--- src/design/vliw_bundle_nop_compressor_defines.svh ---
// ---------------------------------------------------------------------------
// vliw_bundle_nop_compressor_defines.svh
// Assertion macros for the VLIW bundle NOP compressor.
// ---------------------------------------------------------------------------
`ifndef VLIW_BUNDLE_NOP_COMPRESSOR_DEFINES_SVH
`define VLIW_BUNDLE_NOP_COMPRESSOR_DEFINES_SVH

`ifndef SYNTH
// antecedent |-> consequent, sampled on clk, off during reset
`define VBNC_ASSERT_IMP(lbl, ante, cons, msg) \
    lbl: assert property (@(posedge clk) disable iff (!rst_n) (ante) |-> (cons)) \
        else $error(msg);
// antecedent |=> consequent, sampled on clk, off during reset
`define VBNC_ASSERT_NEXT(lbl, ante, cons, msg) \
    lbl: assert property (@(posedge clk) disable iff (!rst_n) (ante) |=> (cons)) \
        else $error(msg);
`else
`define VBNC_ASSERT_IMP(lbl, ante, cons, msg)
`define VBNC_ASSERT_NEXT(lbl, ante, cons, msg)
`endif

`endif

--- src/design/vbnc_pkg.sv ---
// ---------------------------------------------------------------------------
// vbnc_pkg
// Shared constants, types and helpers for the VLIW bundle NOP compressor.
// ---------------------------------------------------------------------------
`timescale 1ns / 1ps
`default_nettype none

package vbnc_pkg;

    localparam int MAX_SLOTS  = 8;
    localparam int OP_BITS    = 32;
    localparam int HDR_W      = 24;
    localparam int HLEN_W     = 5;
    localparam int CNT_W      = 4;
    localparam int IDX_W      = 3;
    localparam int TOT_W      = 32;
    localparam int CFG_IDX_W  = 1;
    localparam int CFG_DATA_W = 4;
    localparam int DW_W       = 2;

    localparam logic [CFG_IDX_W-1:0] REG_ENCODE_MODE = 1'd0;
    localparam logic [CFG_IDX_W-1:0] REG_ISSUE_WIDTH = 1'd1;

    localparam logic MODE_MASKED   = 1'b0;
    localparam logic MODE_TEMPLATE = 1'b1;

    localparam logic KIND_HEADER = 1'b0;
    localparam logic KIND_OP     = 1'b1;

    typedef struct packed {
        logic             accept;
        logic             load_hdr;
        logic             load_op;
        logic             clear;
        logic [IDX_W-1:0] rd_idx;
        logic             rd_last;
    } vbnc_cmd_t;

    typedef struct packed {
        logic             out_free;
        logic [CNT_W-1:0] kept_count;
    } vbnc_stat_t;

    // template delta field width: ceil(log2(issue_width)), 0 as 1, 9..15 as 8
    function automatic logic [DW_W-1:0] delta_width(input logic [CFG_DATA_W-1:0] w);
        logic [DW_W-1:0] r;
        if (w <= 4'd1)
        begin
            r = 2'd0;
        end
        else if (w == 4'd2)
        begin
            r = 2'd1;
        end
        else if (w <= 4'd4)
        begin
            r = 2'd2;
        end
        else
        begin
            r = 2'd3;
        end
        return r;
    endfunction

endpackage

`default_nettype wire

--- src/design/vbnc_ctrl.sv ---
// ---------------------------------------------------------------------------
// vbnc_ctrl
// Sequencer: takes slots, then drains header and kept words to the output.
// ---------------------------------------------------------------------------
`timescale 1ns / 1ps
`default_nettype none

module vbnc_ctrl
    import vbnc_pkg::*;
(
    input  wire logic       clk,
    input  wire logic       rst_n,
    input  wire logic       in_valid,
    output logic            in_ready,
    input  wire logic       bundle_end,
    input  vbnc_stat_t      stat,
    output vbnc_cmd_t       cmd
);

    localparam logic [1:0] S_ACCEPT = 2'd0;
    localparam logic [1:0] S_HDR    = 2'd1;
    localparam logic [1:0] S_OPS    = 2'd2;

    logic [1:0]       state_reg;
    logic [1:0]       state_next;
    logic [IDX_W-1:0] idx_reg;
    logic [IDX_W-1:0] idx_next;
    logic             accept;
    logic             rd_last;

    assign in_ready = (state_reg == S_ACCEPT);
    assign accept   = in_valid && in_ready;
    assign rd_last  = (({1'b0, idx_reg} + CNT_W'(1)) == stat.kept_count);

    always_comb
    begin
        state_next   = state_reg;
        idx_next     = idx_reg;
        cmd.accept   = accept;
        cmd.load_hdr = 1'b0;
        cmd.load_op  = 1'b0;
        cmd.clear    = 1'b0;
        cmd.rd_idx   = idx_reg;
        cmd.rd_last  = rd_last;
        case (state_reg)
            S_ACCEPT:
            begin
                if (accept && bundle_end)
                begin
                    state_next = S_HDR;
                end
            end
            S_HDR:
            begin
                if (stat.out_free)
                begin
                    cmd.load_hdr = 1'b1;
                    idx_next     = '0;
                    if (stat.kept_count == '0)
                    begin
                        cmd.clear  = 1'b1;
                        state_next = S_ACCEPT;
                    end
                    else
                    begin
                        state_next = S_OPS;
                    end
                end
            end
            S_OPS:
            begin
                if (stat.out_free)
                begin
                    cmd.load_op = 1'b1;
                    idx_next    = idx_reg + IDX_W'(1);
                    if (rd_last)
                    begin
                        cmd.clear  = 1'b1;
                        state_next = S_ACCEPT;
                    end
                end
            end
            default:
            begin
                state_next = S_ACCEPT;
            end
        endcase
    end

    always_ff @(posedge clk or negedge rst_n)
    begin
        if (!rst_n)
        begin
            state_reg <= S_ACCEPT;
            idx_reg   <= '0;
        end
        else
        begin
            state_reg <= state_next;
            idx_reg   <= idx_next;
        end
    end

endmodule

`default_nettype wire

--- src/design/vbnc_datapath.sv ---
// ---------------------------------------------------------------------------
// vbnc_datapath
// Config registers, header builder, kept-word buffer and output register.
// ---------------------------------------------------------------------------
`timescale 1ns / 1ps
`default_nettype none

module vbnc_datapath
    import vbnc_pkg::*;
(
    input  wire logic                  clk,
    input  wire logic                  rst_n,
    input  wire logic                  cfg_we,
    input  wire logic [CFG_IDX_W-1:0]  cfg_index,
    input  wire logic [CFG_DATA_W-1:0] cfg_wdata,
    input  wire logic [OP_BITS-1:0]    op_word,
    input  wire logic                  is_nop,
    input  vbnc_cmd_t                  cmd,
    output vbnc_stat_t                 stat,
    output logic                       out_valid,
    input  wire logic                  out_ready,
    output logic                       item_kind,
    output logic [HDR_W-1:0]           header_bits,
    output logic [HLEN_W-1:0]          header_len,
    output logic [OP_BITS-1:0]         kept_op,
    output logic [TOT_W-1:0]           total_bits,
    output logic                       last_of_bundle
);

    logic                  mode_reg;
    logic [CFG_DATA_W-1:0] width_reg;

    logic [OP_BITS-1:0]    kept_ops [MAX_SLOTS];
    logic [CNT_W-1:0]      kept_count_reg, kept_count_next;
    logic [CNT_W-1:0]      slot_index_reg, slot_index_next;
    logic [IDX_W-1:0]      last_kept_reg, last_kept_next;
    logic [HDR_W-1:0]      header_acc_reg, header_acc_next;
    logic [HLEN_W-1:0]     header_count_reg, header_count_next;
    logic [TOT_W-1:0]      total_reg, total_next;
    logic                  out_valid_reg, out_valid_next;

    logic                  kind_reg;
    logic [HDR_W-1:0]      hbits_reg;
    logic [HLEN_W-1:0]     hlen_reg;
    logic [OP_BITS-1:0]    op_reg;
    logic                  last_reg;

    logic                  slot_ok;
    logic                  keep;
    logic [IDX_W-1:0]      slot;
    logic [IDX_W-1:0]      delta;
    logic [DW_W-1:0]       app_n;
    logic [IDX_W-1:0]      app_bits;
    logic                  app_ok;
    logic [HDR_W-1:0]      acc_shifted;

    function automatic logic [TOT_W-1:0] sat_add(input logic [TOT_W-1:0] a,
                                                 input logic [TOT_W-1:0] b);
        logic [TOT_W:0] s;
        s = {1'b0, a} + {1'b0, b};
        return s[TOT_W] ? {TOT_W{1'b1}} : s[TOT_W-1:0];
    endfunction

    assign slot_ok = (slot_index_reg < CNT_W'(MAX_SLOTS));
    assign keep    = !is_nop && (kept_count_reg < CNT_W'(MAX_SLOTS));
    assign slot    = slot_index_reg[IDX_W-1:0];
    assign delta   = slot - last_kept_reg;

    always_comb
    begin
        app_n    = '0;
        app_bits = '0;
        if (mode_reg == MODE_MASKED)
        begin
            app_n    = DW_W'(1);
            app_bits = {{(IDX_W-1){1'b0}}, !is_nop};
        end
        else if (!is_nop)
        begin
            app_n    = delta_width(width_reg);
            app_bits = delta;
        end
    end

    assign app_ok = (app_n != '0)
                 && ((header_count_reg + HLEN_W'(app_n)) <= HLEN_W'(HDR_W));

    always_comb
    begin
        case (app_n)
            2'd1:    acc_shifted = {header_acc_reg[HDR_W-2:0], app_bits[0]};
            2'd2:    acc_shifted = {header_acc_reg[HDR_W-3:0], app_bits[1:0]};
            2'd3:    acc_shifted = {header_acc_reg[HDR_W-4:0], app_bits};
            default: acc_shifted = header_acc_reg;
        endcase
    end

    always_comb
    begin
        kept_count_next   = kept_count_reg;
        slot_index_next   = slot_index_reg;
        last_kept_next    = last_kept_reg;
        header_acc_next   = header_acc_reg;
        header_count_next = header_count_reg;
        total_next        = total_reg;
        out_valid_next    = out_valid_reg && !out_ready;
        if (cmd.accept && slot_ok)
        begin
            if (app_ok)
            begin
                header_acc_next   = acc_shifted;
                header_count_next = header_count_reg + HLEN_W'(app_n);
            end
            if (keep)
            begin
                kept_count_next = kept_count_reg + CNT_W'(1);
                last_kept_next  = slot;
            end
            slot_index_next = slot_index_reg + CNT_W'(1);
        end
        if (cmd.load_hdr)
        begin
            total_next     = sat_add(total_reg, TOT_W'(header_count_reg));
            out_valid_next = 1'b1;
        end
        if (cmd.load_op)
        begin
            total_next     = sat_add(total_reg, TOT_W'(OP_BITS));
            out_valid_next = 1'b1;
        end
        if (cmd.clear)
        begin
            kept_count_next   = '0;
            slot_index_next   = '0;
            last_kept_next    = '0;
            header_acc_next   = '0;
            header_count_next = '0;
        end
    end

    always_ff @(posedge clk or negedge rst_n)
    begin
        if (!rst_n)
        begin
            mode_reg         <= MODE_MASKED;
            width_reg        <= CFG_DATA_W'(4);
            kept_count_reg   <= '0;
            slot_index_reg   <= '0;
            last_kept_reg    <= '0;
            header_acc_reg   <= '0;
            header_count_reg <= '0;
            total_reg        <= '0;
            out_valid_reg    <= 1'b0;
        end
        else
        begin
            if (cfg_we)
            begin
                case (cfg_index)
                    REG_ENCODE_MODE: mode_reg  <= cfg_wdata[0];
                    REG_ISSUE_WIDTH: width_reg <= cfg_wdata;
                    default:         ;
                endcase
            end
            kept_count_reg   <= kept_count_next;
            slot_index_reg   <= slot_index_next;
            last_kept_reg    <= last_kept_next;
            header_acc_reg   <= header_acc_next;
            header_count_reg <= header_count_next;
            total_reg        <= total_next;
            out_valid_reg    <= out_valid_next;
        end
    end

    // kept-word buffer
    always_ff @(posedge clk)
    begin
        if (cmd.accept && slot_ok && keep)
        begin
            kept_ops[kept_count_reg[IDX_W-1:0]] <= op_word;
        end
    end

    // output word register
    always_ff @(posedge clk)
    begin
        if (cmd.load_hdr)
        begin
            kind_reg  <= KIND_HEADER;
            hbits_reg <= header_acc_reg;
            hlen_reg  <= header_count_reg;
            op_reg    <= '0;
            last_reg  <= (kept_count_reg == '0);
        end
        else if (cmd.load_op)
        begin
            kind_reg  <= KIND_OP;
            hbits_reg <= '0;
            hlen_reg  <= '0;
            op_reg    <= kept_ops[cmd.rd_idx];
            last_reg  <= cmd.rd_last;
        end
    end

    assign stat.out_free   = !out_valid_reg || out_ready;
    assign stat.kept_count = kept_count_reg;

    assign out_valid      = out_valid_reg;
    assign item_kind      = kind_reg;
    assign header_bits    = hbits_reg;
    assign header_len     = hlen_reg;
    assign kept_op        = op_reg;
    assign total_bits     = total_reg;
    assign last_of_bundle = last_reg;

endmodule

`default_nettype wire

--- src/design/vliw_bundle_nop_compressor.sv ---
// ---------------------------------------------------------------------------
// vliw_bundle_nop_compressor
// Drops NOP slots from VLIW bundles; emits a header word and the kept ops.
// ---------------------------------------------------------------------------
// channel | signals                         | dir | payload
// --------+---------------------------------+-----+---------------------------
// in      | in_valid / in_ready             | in  | op_word, is_nop, bundle_end
// out     | out_valid / out_ready           | out | item_kind, header_bits,
//         |                                 |     | header_len, kept_op,
//         |                                 |     | total_bits, last_of_bundle
// cfg     | cfg_we, cfg_index, cfg_wdata    | in  | encode_mode, issue_width
//
// One slot word is taken per cycle. A word with bundle_end is followed by
// 1 + kept words of output, one per cycle from the output register, during
// which no slot is taken. A stalled output holds the sequencer. Reset clears
// all control state and restores encode_mode 0 and issue_width 4; no
// clearing pass is needed.
// ---------------------------------------------------------------------------
`timescale 1ns / 1ps
`default_nettype none

`include "vliw_bundle_nop_compressor_defines.svh"

module vliw_bundle_nop_compressor
    import vbnc_pkg::*;
(
    input  wire logic                  clk,
    input  wire logic                  rst_n,
    input  wire logic                  cfg_we,
    input  wire logic [CFG_IDX_W-1:0]  cfg_index,
    input  wire logic [CFG_DATA_W-1:0] cfg_wdata,
    input  wire logic                  in_valid,
    output logic                       in_ready,
    input  wire logic [OP_BITS-1:0]    op_word,
    input  wire logic                  is_nop,
    input  wire logic                  bundle_end,
    output logic                       out_valid,
    input  wire logic                  out_ready,
    output logic                       item_kind,
    output logic [HDR_W-1:0]           header_bits,
    output logic [HLEN_W-1:0]          header_len,
    output logic [OP_BITS-1:0]         kept_op,
    output logic [TOT_W-1:0]           total_bits,
    output logic                       last_of_bundle
);

    vbnc_cmd_t  cmd;
    vbnc_stat_t stat;

    vbnc_ctrl u_ctrl (
        .clk        (clk),
        .rst_n      (rst_n),
        .in_valid   (in_valid),
        .in_ready   (in_ready),
        .bundle_end (bundle_end),
        .stat       (stat),
        .cmd        (cmd)
    );

    vbnc_datapath u_dp (
        .clk            (clk),
        .rst_n          (rst_n),
        .cfg_we         (cfg_we),
        .cfg_index      (cfg_index),
        .cfg_wdata      (cfg_wdata),
        .op_word        (op_word),
        .is_nop         (is_nop),
        .cmd            (cmd),
        .stat           (stat),
        .out_valid      (out_valid),
        .out_ready      (out_ready),
        .item_kind      (item_kind),
        .header_bits    (header_bits),
        .header_len     (header_len),
        .kept_op        (kept_op),
        .total_bits     (total_bits),
        .last_of_bundle (last_of_bundle)
    );

    `VBNC_ASSERT_IMP(a_hdr_len, out_valid && (item_kind == KIND_HEADER), header_len <= HLEN_W'(HDR_W) && kept_op == '0, "header word too long or carries an op")
    `VBNC_ASSERT_IMP(a_op_zero_hdr, out_valid && (item_kind == KIND_OP), header_len == '0 && header_bits == '0, "op word carries header bits")
    `VBNC_ASSERT_NEXT(a_total_mono, out_valid && out_ready, !out_valid || (total_bits >= $past(total_bits)), "running total went down")

endmodule

`default_nettype wire

--- config.mk ---
export PLATFORM = sky130hd
export DESIGN_NAME = vliw_bundle_nop_compressor
export DESIGN_NICKNAME = d
export VERILOG_FILES = /design/src/design/vbnc_pkg.sv /design/src/design/vbnc_ctrl.sv /design/src/design/vbnc_datapath.sv /design/src/design/vliw_bundle_nop_compressor.sv
export VERILOG_INCLUDE_DIRS = /design/src /design/src/design
export SDC_FILE = /design/constraint.sdc
export NUM_CORES = 1
export LEC_CHECK = 0
export ABC_AREA = 1
export BUFFER_PORTS_ARGS = -buffer_cell sky130_fd_sc_hd__buf_2
export CAP_MARGIN = 20
export CORE_ASPECT_RATIO = 0.9
export CORE_MARGIN = 4
export CORE_UTILIZATION = 56
export CTS_BUF_LIST = sky130_fd_sc_hd__clkbuf_8
export DETAILED_ROUTE_END_ITERATION = 6
export GPL_TIMING_DRIVEN = 0
export PLACE_DENSITY = 0.78
export SLEW_MARGIN = 30
export SYNTH_ARGS = -nofsm -noshare
export SYNTH_HDL_FRONTEND = slang
export SYNTH_SLANG_ARGS = --single-unit
--- constraint.sdc ---
create_clock -name clk -period 4.23 [get_ports clk]
set_input_delay 0 -clock clk [delete_from_list [all_inputs] [get_ports clk]]
set_output_delay 0 -clock clk [all_outputs]
set_load 0.01 [all_outputs]
==> results of run 1 <==
worst paths after layout:
| path | start | cells past startpoint | to |
|---|---|---|---|
| setup / recovery | u_ctrl.state_reg[0] | 12 | u_dp.kept_ops[5][17] |
| max in group asynchronous | rst_n | 4 | u_dp.total_bits[22] |
| hold / removal | op_word[11] | 2 | u_dp.kept_ops[0][11] |
| min in group asynchronous | rst_n | 4 | u_dp.total_bits[9] |
| hold reg to reg | u_dp.kept_op[15] | 2 | u_dp.kept_op[15] |
| setup reg to reg | u_ctrl.state_reg[0] | 12 | u_dp.kept_ops[5][17] |
synth_stat cells (12+ instances only):
cell type  count
dfxtp_1       33
inv_1        116
o221ai_1      64
nor2_1       245
nand4_1       41
nor3_1        18
nand2_1      286
a21oi_1       44
dfrtp_1       82
o21ai_0      217
clkbuf_1      68
edfxtp_1     286
ha_1          18
buf_2         12
nand3_1       98
per-stage QoR:
stage	hold WS, ns	std cells	utilization	cell area, µm²
after floorplan	-0.2956	1723	-	17760
after global placement	0.2056	2272	0.6108	18970
after detailed placement	-0.1479	2306	0.6244	19400
after CTS	0.1678	2477	0.6812	21160
after global routing	0.2078	2479	0.6813	21160
final	0.2184	2479	0.6813	21160
power by group through the flow:
stage | Clock (mW) | Combinational, mW | Sequential [mW]
after floorplan | 0 | 2.40 | 5.52
after global placement | 0 | 3.85 | 5.42
after detailed placement | 0 | 4.08 | 5.42
after CTS | 3.28 | 4.15 | 5.35
after global routing | 3.47 | 4.61 | 5.43
final | 3.24 | 4.18 | 5.36
kinds of logic after synthesis:
group	after synthesis
simple gates	720
flops	402
mux	2
fa+ha+maj	20
compound gates	353
buf+inv	213
xor+xnor	13
layout make-up:
| type | instances | area share |
|---|---|---|
| multi-input cells | 1108 | 0.2664 |
| flip-flops and latches | 402 | 0.5352 |
| diodes | 2 | 0.0002365 |
| repair buffers | 224 | 0.07455 |
| inverters | 127 | 0.02276 |
| clock inverters | 46 | 0.01082 |
| well taps | 409 | 0.02418 |
| clock buffers | 75 | 0.04877 |
| plain buffers | 86 | 0.01709 |
per-layer routing:
| metal | vias up | routed length, µm | part of all wire |
|---|---|---|---|
| li1 | 6677 | - | - |
| met1 | 6985 | 19000 | 0.39 |
| met2 | 880 | 23420 | 0.48 |
| met3 | 135 | 4839 | 0.099 |
| met4 | 2 | 1491 | 0.031 |
| met5 | - | 7 | 0.00014 |
worst register-to-register path: stages, from the launching register on:
cell	delay, ns
dfrtp_1	0.39
inv_1	0.10
ha_1	0.27
nand2_1	0.17
nor2_2	0.18
inv_1	0.12
nor3_2	0.45
inv_2	0.12
nor2_1	0.15
inv_1	0.15
nor3_2	0.63
buf_4	0.31
buf_4	0.18
==> flow_summary_export.csv, run 1 <==
group,metric,value,unit
clock_tree,clk_latency,0.60,ns
drt,via_per_inst,5.921,
placed_design,routabilityCongestion,0.9586,
clock_tree,cts_buffers,66,
placed_design,hpwl,32540,µm
floorplanning,num_rows,61,
grt,use_met2,0.4524,
pwr,pwr-share-comb,0.327,
floorplanning,die_area,0.03464,mm²
pwr,power,12.78,mW
timing,drv_slew,0,
setup_path,critPathLaunchType,"register",
clock_tree,cts-root-buf,"clkbuf_8",
grt,antenna_found_initial,3,
setup_path,critPathRequiredTime,4.53,ns
drt,drt-wirelength-per-cell,19.67,µm
drt,drt_pass1_iterations,6,
pwr,power_density,603.9,mW/mm²
timing,layout_worst_path_cycle_share,0.8278,
grt,overflow,0,
run_status,status,"completed",
cells_and_area,register_area,0.01133,mm²
drt,first_iter_violations,1681,
timing,hold_violations,0,
setup_path,crit_path_max_incr_delay,0.63,ns
timing,setup_viol,0,
logic_synthesis,synthAdderAreaFrac,0.01493,
logic_synthesis,syn_area,0.01776,mm²
grt,use_met1,0.3680,
grt,grt_pass1_vias,14345,
setup_path,critPathCaptureType,"register",
logic_synthesis,ys_seq_area_frac,0.6377,
grt,busiest_layer,"met2",
timing,tns,0,ns
timing,worst_pin_slew,0.8296,ns
floorplanning,die_w,195.7,µm
cells_and_area,nets,2079,
logic_synthesis,syn_nets,1787,
timing,max_slew_margin,0.4451,
logic_synthesis,synthArstFlopShare,0.2065,
clock_tree,cts_buffer_depth,3,
pwr,power_switching,4.833,mW
setup_path,path_common_cell,"inv_1",
cells_and_area,area_growth,19.15,%
clock_tree,cts_setup_buffers,0,
logic_synthesis,avgSynthCellArea,10.31,µm²
logic_synthesis,synth.distinct_cells,51,
logic_synthesis,yosys.area.top_type_share,0.4835,
floorplanning,dieHeight,177.0,µm
timing,period_needed,3.501,ns
clock_tree,postCtsHoldBufs,50,
clock_tree,cts_resized,0,
setup_path,r2r_slack,0.73,ns
drt,drt_wl_total,48760,µm
floorplanning,core,0.03106,mm²
timing,fmax,0.2856,GHz
clock_tree,cts.htree.levels,3,
logic_synthesis,synth_xor_area_frac,0.006410,
setup_path,crit_family,"simple AND/OR/NAND/NOR gates",
timing,clock_skew,0.01338,ns
cells_and_area,largest_reg_flops,256,
floorplanning,ios,141,
pwr,p_leak,8.676,nW
cells_and_area,final_layout_size_suffix_gt1_frac,0.1562,
logic_synthesis,synth_ff_type,"edfxtp_1",
logic_synthesis,synth_compound_area_frac,0.1167,
floorplanning,start_util,0.5718,
worst_hold_path,min_path_type,"in2reg",
cells_and_area,multi_input_area,0.005638,mm²
flow_run,maxCapViolCount,0,
timing,fin_ws,0.7285,ns
logic_synthesis,synth_top_family_by_area,"simple AND/OR/NAND/NOR gates",
clock_tree,clkSlewWorstSetupHoldPaths,0.06,ns
pwr,vdd_drop_max,423.2,µV
setup_path,cp_cell_sequence,"inv_1 > ha_1 > nand2_1 > nor2_2 > inv_1 > nor3_2 > inv_2 > nor2_1 > inv_1 > nor3_2 > buf_4 > buf_4",
pwr,internal_power,7.949,mW
setup_path,critical_path_buf_inv_count,6,
clock_tree,cts_tree,"done",
logic_synthesis,synth.mux.area_fraction,0.001268,
placed_design,portBuffers,140,
cells_and_area,final_cell_mix,"286 x nand2_1, 286 x edfxtp_1, 243 x nor2_1",
setup_path,critPathKind,"reg2reg",
cells_and_area,fillers,2308,
pwr,switching_share,0.3781,
drt,vias,14679,
logic_synthesis,yosysTopAreaCell,"edfxtp_1",
setup_path,critPathArrivalTime,3.80,ns
setup_path,cp_max_fo,9,
logic_synthesis,synth_simple_gate_area_frac,0.1756,
logic_synthesis,ys_warn_count,0,
grt,use_met3,0.05786,
logic_synthesis,syn_inst,1723,
drt,drc,0,
logic_synthesis,ys_ff_latch,402,
grt,grt_use_total,0.2774,
clock_tree,cts_sinks,402,
timing,grt_setup_unrepaired,"false",
logic_synthesis,synth_edf_count,286,
pwr,pwr-share-clk,0.254,
placed_design,pre_cts_ws,0.8201,ns
grt,grt_start_max_net_pins,68,
setup_path,crit_slowest_cell,"nor3_2",
drt,antenna_left,0,
pwr,seqPwrFrac,0.419,
logic_synthesis,yosys-top-cells-area,"edfxtp_1 48%, dfrtp_1 12%, o21ai_0 6.1%",
grt,grt_pass1_wl,76510,µm
(Power assumes the default switching activity.)
==> run 2, diff against run 1 <==
Settings changed: CORE_UTILIZATION 56 to 62, PLACE_DENSITY 0.78 to 0.82.
Clock period 4.23 ns to 3.4 ns, I/O delays scaled along.
==> run 2 against run 1 <==
Compared with the run above: global-route usage up 3.3 points; routed wire length up 2.9%; worst hold slack worse by 0.040 ns; utilization up 7.3 points; first-iteration DRC count up 9.9%; design area about the same; largest power group unchanged; highest routed layer is now met4.
==> flow_summary_export.csv, run 2 (synthesized netlist as in run 1, its figures left out) <==
group,metric,value,unit
timing,max_slew_margin,0.4606,
timing,worst_pin_slew,0.8065,ns
setup_path,crit_slowest_cell,"nor3_4",
clock_tree,cts_sinks,402,
drt,drc,0,
grt,antenna_found_initial,0,
clock_tree,clkSlewWorstSetupHoldPaths,0.06,ns
floorplanning,start_util,0.6325,
placed_design,routabilityCongestion,0.9308,
grt,overflow,0,
cells_and_area,largest_reg_flops,256,
clock_tree,cts_buffers,60,
grt,grt_start_max_net_pins,68,
worst_hold_path,min_path_type,"in2reg",
pwr,p_leak,8.632,nW
setup_path,critPathLaunchType,"register",
placed_design,pre_cts_ws,-0.06664,ns
timing,layout_worst_path_cycle_share,0.9099,
pwr,vdd_drop_max,552.7,µV
setup_path,crit_family,"simple AND/OR/NAND/NOR gates",
setup_path,cp_cell_sequence,"inv_1 > ha_1 > nand2_1 > nor2_2 > inv_1 > nor3_4 > nand2_1 > nor3_4 > buf_8 > buf_8",
flow_run,maxCapViolCount,0,
timing,period_needed,3.094,ns
grt,grt_pass1_wl,78230,µm
floorplanning,dieHeight,168.6,µm
placed_design,hpwl,32080,µm
setup_path,critical_path_buf_inv_count,4,
cells_and_area,final_layout_size_suffix_gt1_frac,0.1600,
setup_path,cp_max_fo,11,
timing,fin_ws,0.3064,ns
timing,drv_slew,0,
drt,via_per_inst,6.161,
drt,drt-wirelength-per-cell,20.76,µm
setup_path,worst-path-stages,10,
grt,grt_pass1_vias,14511,
setup_path,critPathRequiredTime,3.72,ns
cells_and_area,area_growth,19.24,%
cells_and_area,nets,2069,
clock_tree,cts.htree.levels,2,
worst_hold_path,hold_depth,2,
run_status,status,"completed",
cells_and_area,fillers,1848,
setup_path,critPathCaptureType,"register",
pwr,power_density,764.3,mW/mm²
timing,setup_viol,0,
cells_and_area,final_cell_mix,"286 x nand2_1, 286 x edfxtp_1, 243 x nor2_1",
clock_tree,cts_buffer_depth,3,
floorplanning,num_rows,58,
cells_and_area,fin_util,0.7541,
drt,drt_pass1_iterations,6,
grt,grt_use_total,0.3107,
floorplanning,ios,141,
setup_path,r2r_cells,10,
floorplanning,core,0.02808,mm²
floorplanning,die_area,0.03142,mm²
drt,first_iter_violations,1848,
placed_design,portBuffers,140,
clock_tree,cts-root-buf,"clkbuf_8",
timing,grt_setup_unrepaired,"false",
timing,clock_skew,0.03475,ns
drt,antenna_left,0,
clock_tree,clk_latency,0.64,ns
setup_path,crit_path_max_incr_delay,0.55,ns
drt,vias,14885,
timing,fmax,0.3233,GHz
timing,hold_violations,0,
cells_and_area,diodes,0,
setup_path,critPathArrivalTime,3.41,ns
clock_tree,cts_tree,"done",
floorplanning,die_w,186.4,µm
setup_path,critPathKind,"reg2reg",
drt,drt_wl_total,50160,µm
run 2: changes by cell type in the layout (fill, tap and decap cells not counted), sizes merged:
cell and change:
clkinv +7, buf -4, inv -18, clkinvlp +1, bufinv +2, diode -2
run 2: layout make-up:
type	instances	area, µm²	area share
sequential	402	11330	0.5348
multi-input combinational	1108	5669	0.2677
timing repair buffer	220	1580	0.07461
clock buffer	75	1032	0.04874
inverter	127	481.7	0.02274
tap	360	450.4	0.02127
buffer	86	361.6	0.01707
clock inverter	38	276.5	0.01306
run 2: timing repair:
item | in CTS | in global routing
hold buffers | 50 | 0
cloned | 0 | 0
pin swaps | 1 | 1
setup endpoints to repair | 16 | 39
endpoints found under the hold margin | 361 | 0
buffers inserted | 1 | 1
resized for setup | 1 | 1
run 2: where the power goes:
part           switching (mW)  internal, mW  total (mW)  leakage [nW]
sequential              0.553          6.13        6.69          3.94
clock                    1.94          2.25        4.19         0.724
combinational            3.66          1.65        5.31          3.96
total                    6.16          10.0        16.2          8.63
run 2: final timing paths:
check	startpoint	slack [ns]	end
min	op_word[1]	0.18	u_dp.kept_ops[2][1]
min in group asynchronous	rst_n	0.48	u_dp.total_bits[5]
max reg2reg	u_ctrl.state_reg[1]	0.31	u_dp.kept_ops[2][13]
min reg2reg	u_dp.kept_op[2]	0.45	u_dp.kept_op[2]
max	u_ctrl.state_reg[1]	0.31	u_dp.kept_ops[2][13]
max in group asynchronous	rst_n	1.75	u_dp.total_bits[27]
run 2: per-layer routing:
| layer | global-route usage | wire, µm |
|---|---|---|
| met5 | 0 | 0 |
| met1 | 0.4215 | 19380 |
| met4 | 0.1064 | 1310 |
| met3 | 0.06227 | 5619 |
| met2 | 0.5123 | 23860 |
run 2: stage by stage:
stage | cells | hold WS [ns] | TNS, ns | area [µm²] | power (mW)
floorplan | 1723 | -0.2956 | -89.40 | 17780 | 9.854
global placement | 2223 | 0.2067 | -511.46 | 18930 | 11.51
detailed placement | 2251 | -0.1504 | -0.6220 | 19340 | 11.80
CTS | 2415 | 0.1387 | 0 | 21170 | 16.02
global route | 2416 | 0.1837 | 0 | 21180 | 16.99
finish | 2416 | 0.1781 | 0 | 21180 | 16.19
==> run 3, diff against run 2 <==
Settings changed: ABC_AREA 1 to default.
==> run 3 against run 2 <==
Compared with the run above: design area fell by 3.3%; first-iteration DRC count fell by 28%; area after synthesis fell by 4.8%; largest power group unchanged.
==> flow_summary_export.csv, run 3 <==
group,metric,value,unit
run_status,status,"completed",
logic_synthesis,synth_commonest_cells,"286 x edfxtp_1, 93 x nand2_1, 84 x o21ai_0",
setup_path,crit_path_max_incr_delay,0.52,ns
floorplanning,dieHeight,164.7,µm
cells_and_area,final_common_cell,"edfxtp_1",
drt,antenna_left,0,
timing,hold_violations,0,
logic_synthesis,syn_area,0.01692,mm²
timing,fmax,0.3069,GHz
clock_tree,cts_buffer_depth,3,
drt,drt_wl_total,42560,µm
timing,clock_skew,0.02241,ns
cells_and_area,fillers,1597,
pwr,power_switching,5.080,mW
clock_tree,clkSlewWorstSetupHoldPaths,0.07,ns
setup_path,critical_path_buf_inv_count,5,
floorplanning,die_w,182.1,µm
logic_synthesis,synthArstFlopShare,0.2065,
pwr,vdd_drop_max,540.9,µV
drt,drt_pass1_iterations,6,
drt,drt-wirelength-per-cell,22.76,µm
flow_run,maxCapViolCount,0,
floorplanning,core,0.02696,mm²
pwr,power_density,742.4,mW/mm²
logic_synthesis,avgSynthCellArea,14.30,µm²
cells_and_area,largest_reg_flops,256,
logic_synthesis,synth_ff_type,"edfxtp_1",
worst_hold_path,min_path_type,"in2reg",
clock_tree,cts.htree.levels,2,
timing,layout_worst_path_cycle_share,0.9583,
setup_path,cp_max_fo,8,
cells_and_area,final_cell_mix,"286 x edfxtp_1, 146 x buf_2, 93 x nand2_1",
logic_synthesis,yosys.area.top_type_share,0.5077,
setup_path,critPathRequiredTime,3.73,ns
grt,grt_use_total,0.2849,
cells_and_area,fin_util,0.7598,
clock_tree,cts_buffers,59,
setup_path,critPathArrivalTime,3.59,ns
placed_design,hpwl,25890,µm
pwr,switching_share,0.3341,
cells_and_area,fin_area,0.02048,mm²
timing,setup_viol,0,
floorplanning,ios,141,
logic_synthesis,yosysTopAreaCell,"edfxtp_1",
cells_and_area,final_cells,1870,
setup_path,critPathLaunch,"u_ctrl.state_reg[0]",
grt,grt_pass1_wl,66220,µm
timing,max_slew_margin,0.3009,
timing,grt_setup_unrepaired,"true",
logic_synthesis,yosysMostFrequentCell,"edfxtp_1",
grt,overflow,0,
placed_design,routabilityCongestion,0.8997,
logic_synthesis,ys_warn_count,0,
drt,via_per_inst,6.282,
floorplanning,die_area,0.03000,mm²
grt,grt_start_max_net_pins,70,
pwr,seqPwrFrac,0.433,
clock_tree,clk_latency,0.63,ns
setup_path,path_common_cell,"buf_4",
logic_synthesis,synth_edf_count,286,
setup_path,critPathCaptureType,"register",
placed_design,place_area,0.01848,mm²
clock_tree,cts_sinks,402,
cells_and_area,final_layout_size_suffix_gt1_frac,0.2507,
placed_design,portBuffers,140,
cells_and_area,nets,1529,
cells_and_area,diodes,0,
timing,period_needed,3.258,ns
drt,drc,0,
logic_synthesis,yosys-top-cells-area,"edfxtp_1 51%, dfrtp_1 12%, mux4_2 8.5%",
cells_and_area,area_growth,21.07,%
grt,antenna_found_initial,0,
logic_synthesis,ys_ff_latch,402,
floorplanning,num_rows,57,
drt,vias,11748,
clock_tree,cts-root-buf,"clkbuf_8",
setup_path,crit_slowest_cell,"nor3_4",
setup_path,crit_family,"simple AND/OR/NAND/NOR gates",
grt,grt_pass1_vias,11635,
pwr,p_leak,7.622,nW
setup_path,reg2reg_from,"u_ctrl.state_reg[0]",
pwr,internal_power,10.13,mW
pwr,pwr-share-comb,0.289,
setup_path,critPathKind,"reg2reg",
clock_tree,cts_tree,"done",
logic_synthesis,syn_nets,1247,
worst_hold_path,hold_start,"out_ready",
logic_synthesis,ys_seq_area_frac,0.6696,
pwr,pwr-share-clk,0.278,
floorplanning,start_util,0.6275,
timing,drv_slew,0,
setup_path,cp_cell_sequence,"inv_1 > ha_1 > nand2_1 > or2_2 > or3_1 > clkbuf_1 > nor3_4 > buf_6 > buf_4 > buf_4",
setup_path,critPathLaunchType,"register",
drt,first_iter_violations,1325,
timing,worst_pin_slew,1.049,ns
logic_synthesis,syn_inst,1183,
logic_synthesis,synth.distinct_cells,65,
placed_design,place_inst,1706,
[run 3: path summary, 6_finish.rpt]
kind                                        endpoint  slack [ns]  cells past startpoint
worst max-delay path            u_dp.kept_ops[4][20]        0.14                     10
worst min-delay path              u_dp.total_bits[6]        0.12                      5
worst max register to register  u_dp.kept_ops[4][20]        0.14                     10
worst min register to register      u_dp.kept_op[24]        0.45                      2
max in group asynchronous        u_dp.total_bits[22]        1.88                      4
min in group asynchronous        u_dp.total_bits[12]        0.48                      4
[run 3: timing repair]
action	4_1_cts	5_1_grt
endpoints found under the setup margin	65	120
buffers inserted	4	0
gates resized for setup	17	27
hold buffers	49	0
cloned	1	0
pin swaps	3	1
hold endpoints to repair	356	0
[run 3: final cells by class]
class                   count  area [µm²]  area share
repair buffers            222        1604     0.07831
multi-input cells         693        5421      0.2647
plain buffers              67       291.5     0.01423
clock buffers              69       949.7     0.04637
flip-flops and latches    402       11330      0.5530
clock inverters            43       367.9     0.01796
well taps                 354       442.9     0.02162
inverters                  20       77.57    0.003787
[run 3: worst register-to-register path: cells and delay by family (launching register included)]
kind,cells,cell delay [ns]
AND/OR/NAND/NOR,4,1.37
buffers and inverters,5,0.97
flip-flops,1,0.39
adder cells (fa/ha/maj),1,0.26
[run 3: kinds of logic after synthesis]
group / share of synthesized area
and+or+nand+nor: 0.09119
muxes: 0.1112
DFF: 0.6696
AOI/OAI and AO/OA: 0.08121
buffers and inverters: 0.02026
adders and majority gates: 0.01568
xor gates and xnor gates: 0.01087
[run 3: routing by layer]
layer	up-vias	track usage	share of wire
li1	5159	-	-
met1	5770	0.3773	0.38
met2	716	0.4848	0.50
met3	103	0.05417	0.090
met4	0	0.09447	0.030
met5	-	0	0
[run 3: power by group through the flow]
stage | Clock, mW | Sequential (mW) | Combinational (mW)
2_1_floorplan | 0 | 6.67 | 2.65
4_1_cts | 4.26 | 6.56 | 4.30
3_3_place_gp | 0 | 6.62 | 3.92
5_1_grt | 4.53 | 6.65 | 4.80
6_report | 4.22 | 6.59 | 4.40
3_5_place_dp | 0 | 6.64 | 4.13
[run 3: stage by stage]
| stage | setup WS (ns) | total power [mW] | setup TNS (ns) | hold WS [ns] |
|---|---|---|---|---|
| finish | 0.1417 | 15.21 | 0 | 0.1214 |
| floorplan | -0.9101 | 9.322 | -99.96 | -0.2956 |
| global route | -0.009264 | 15.98 | -0.03426 | 0.1338 |
| CTS | 0.001758 | 15.12 | 0 | 0.09221 |
| global placement | -3.313 | 10.54 | -506.39 | 0.2325 |
| detailed placement | -0.7408 | 10.78 | -21.09 | -0.1633 |
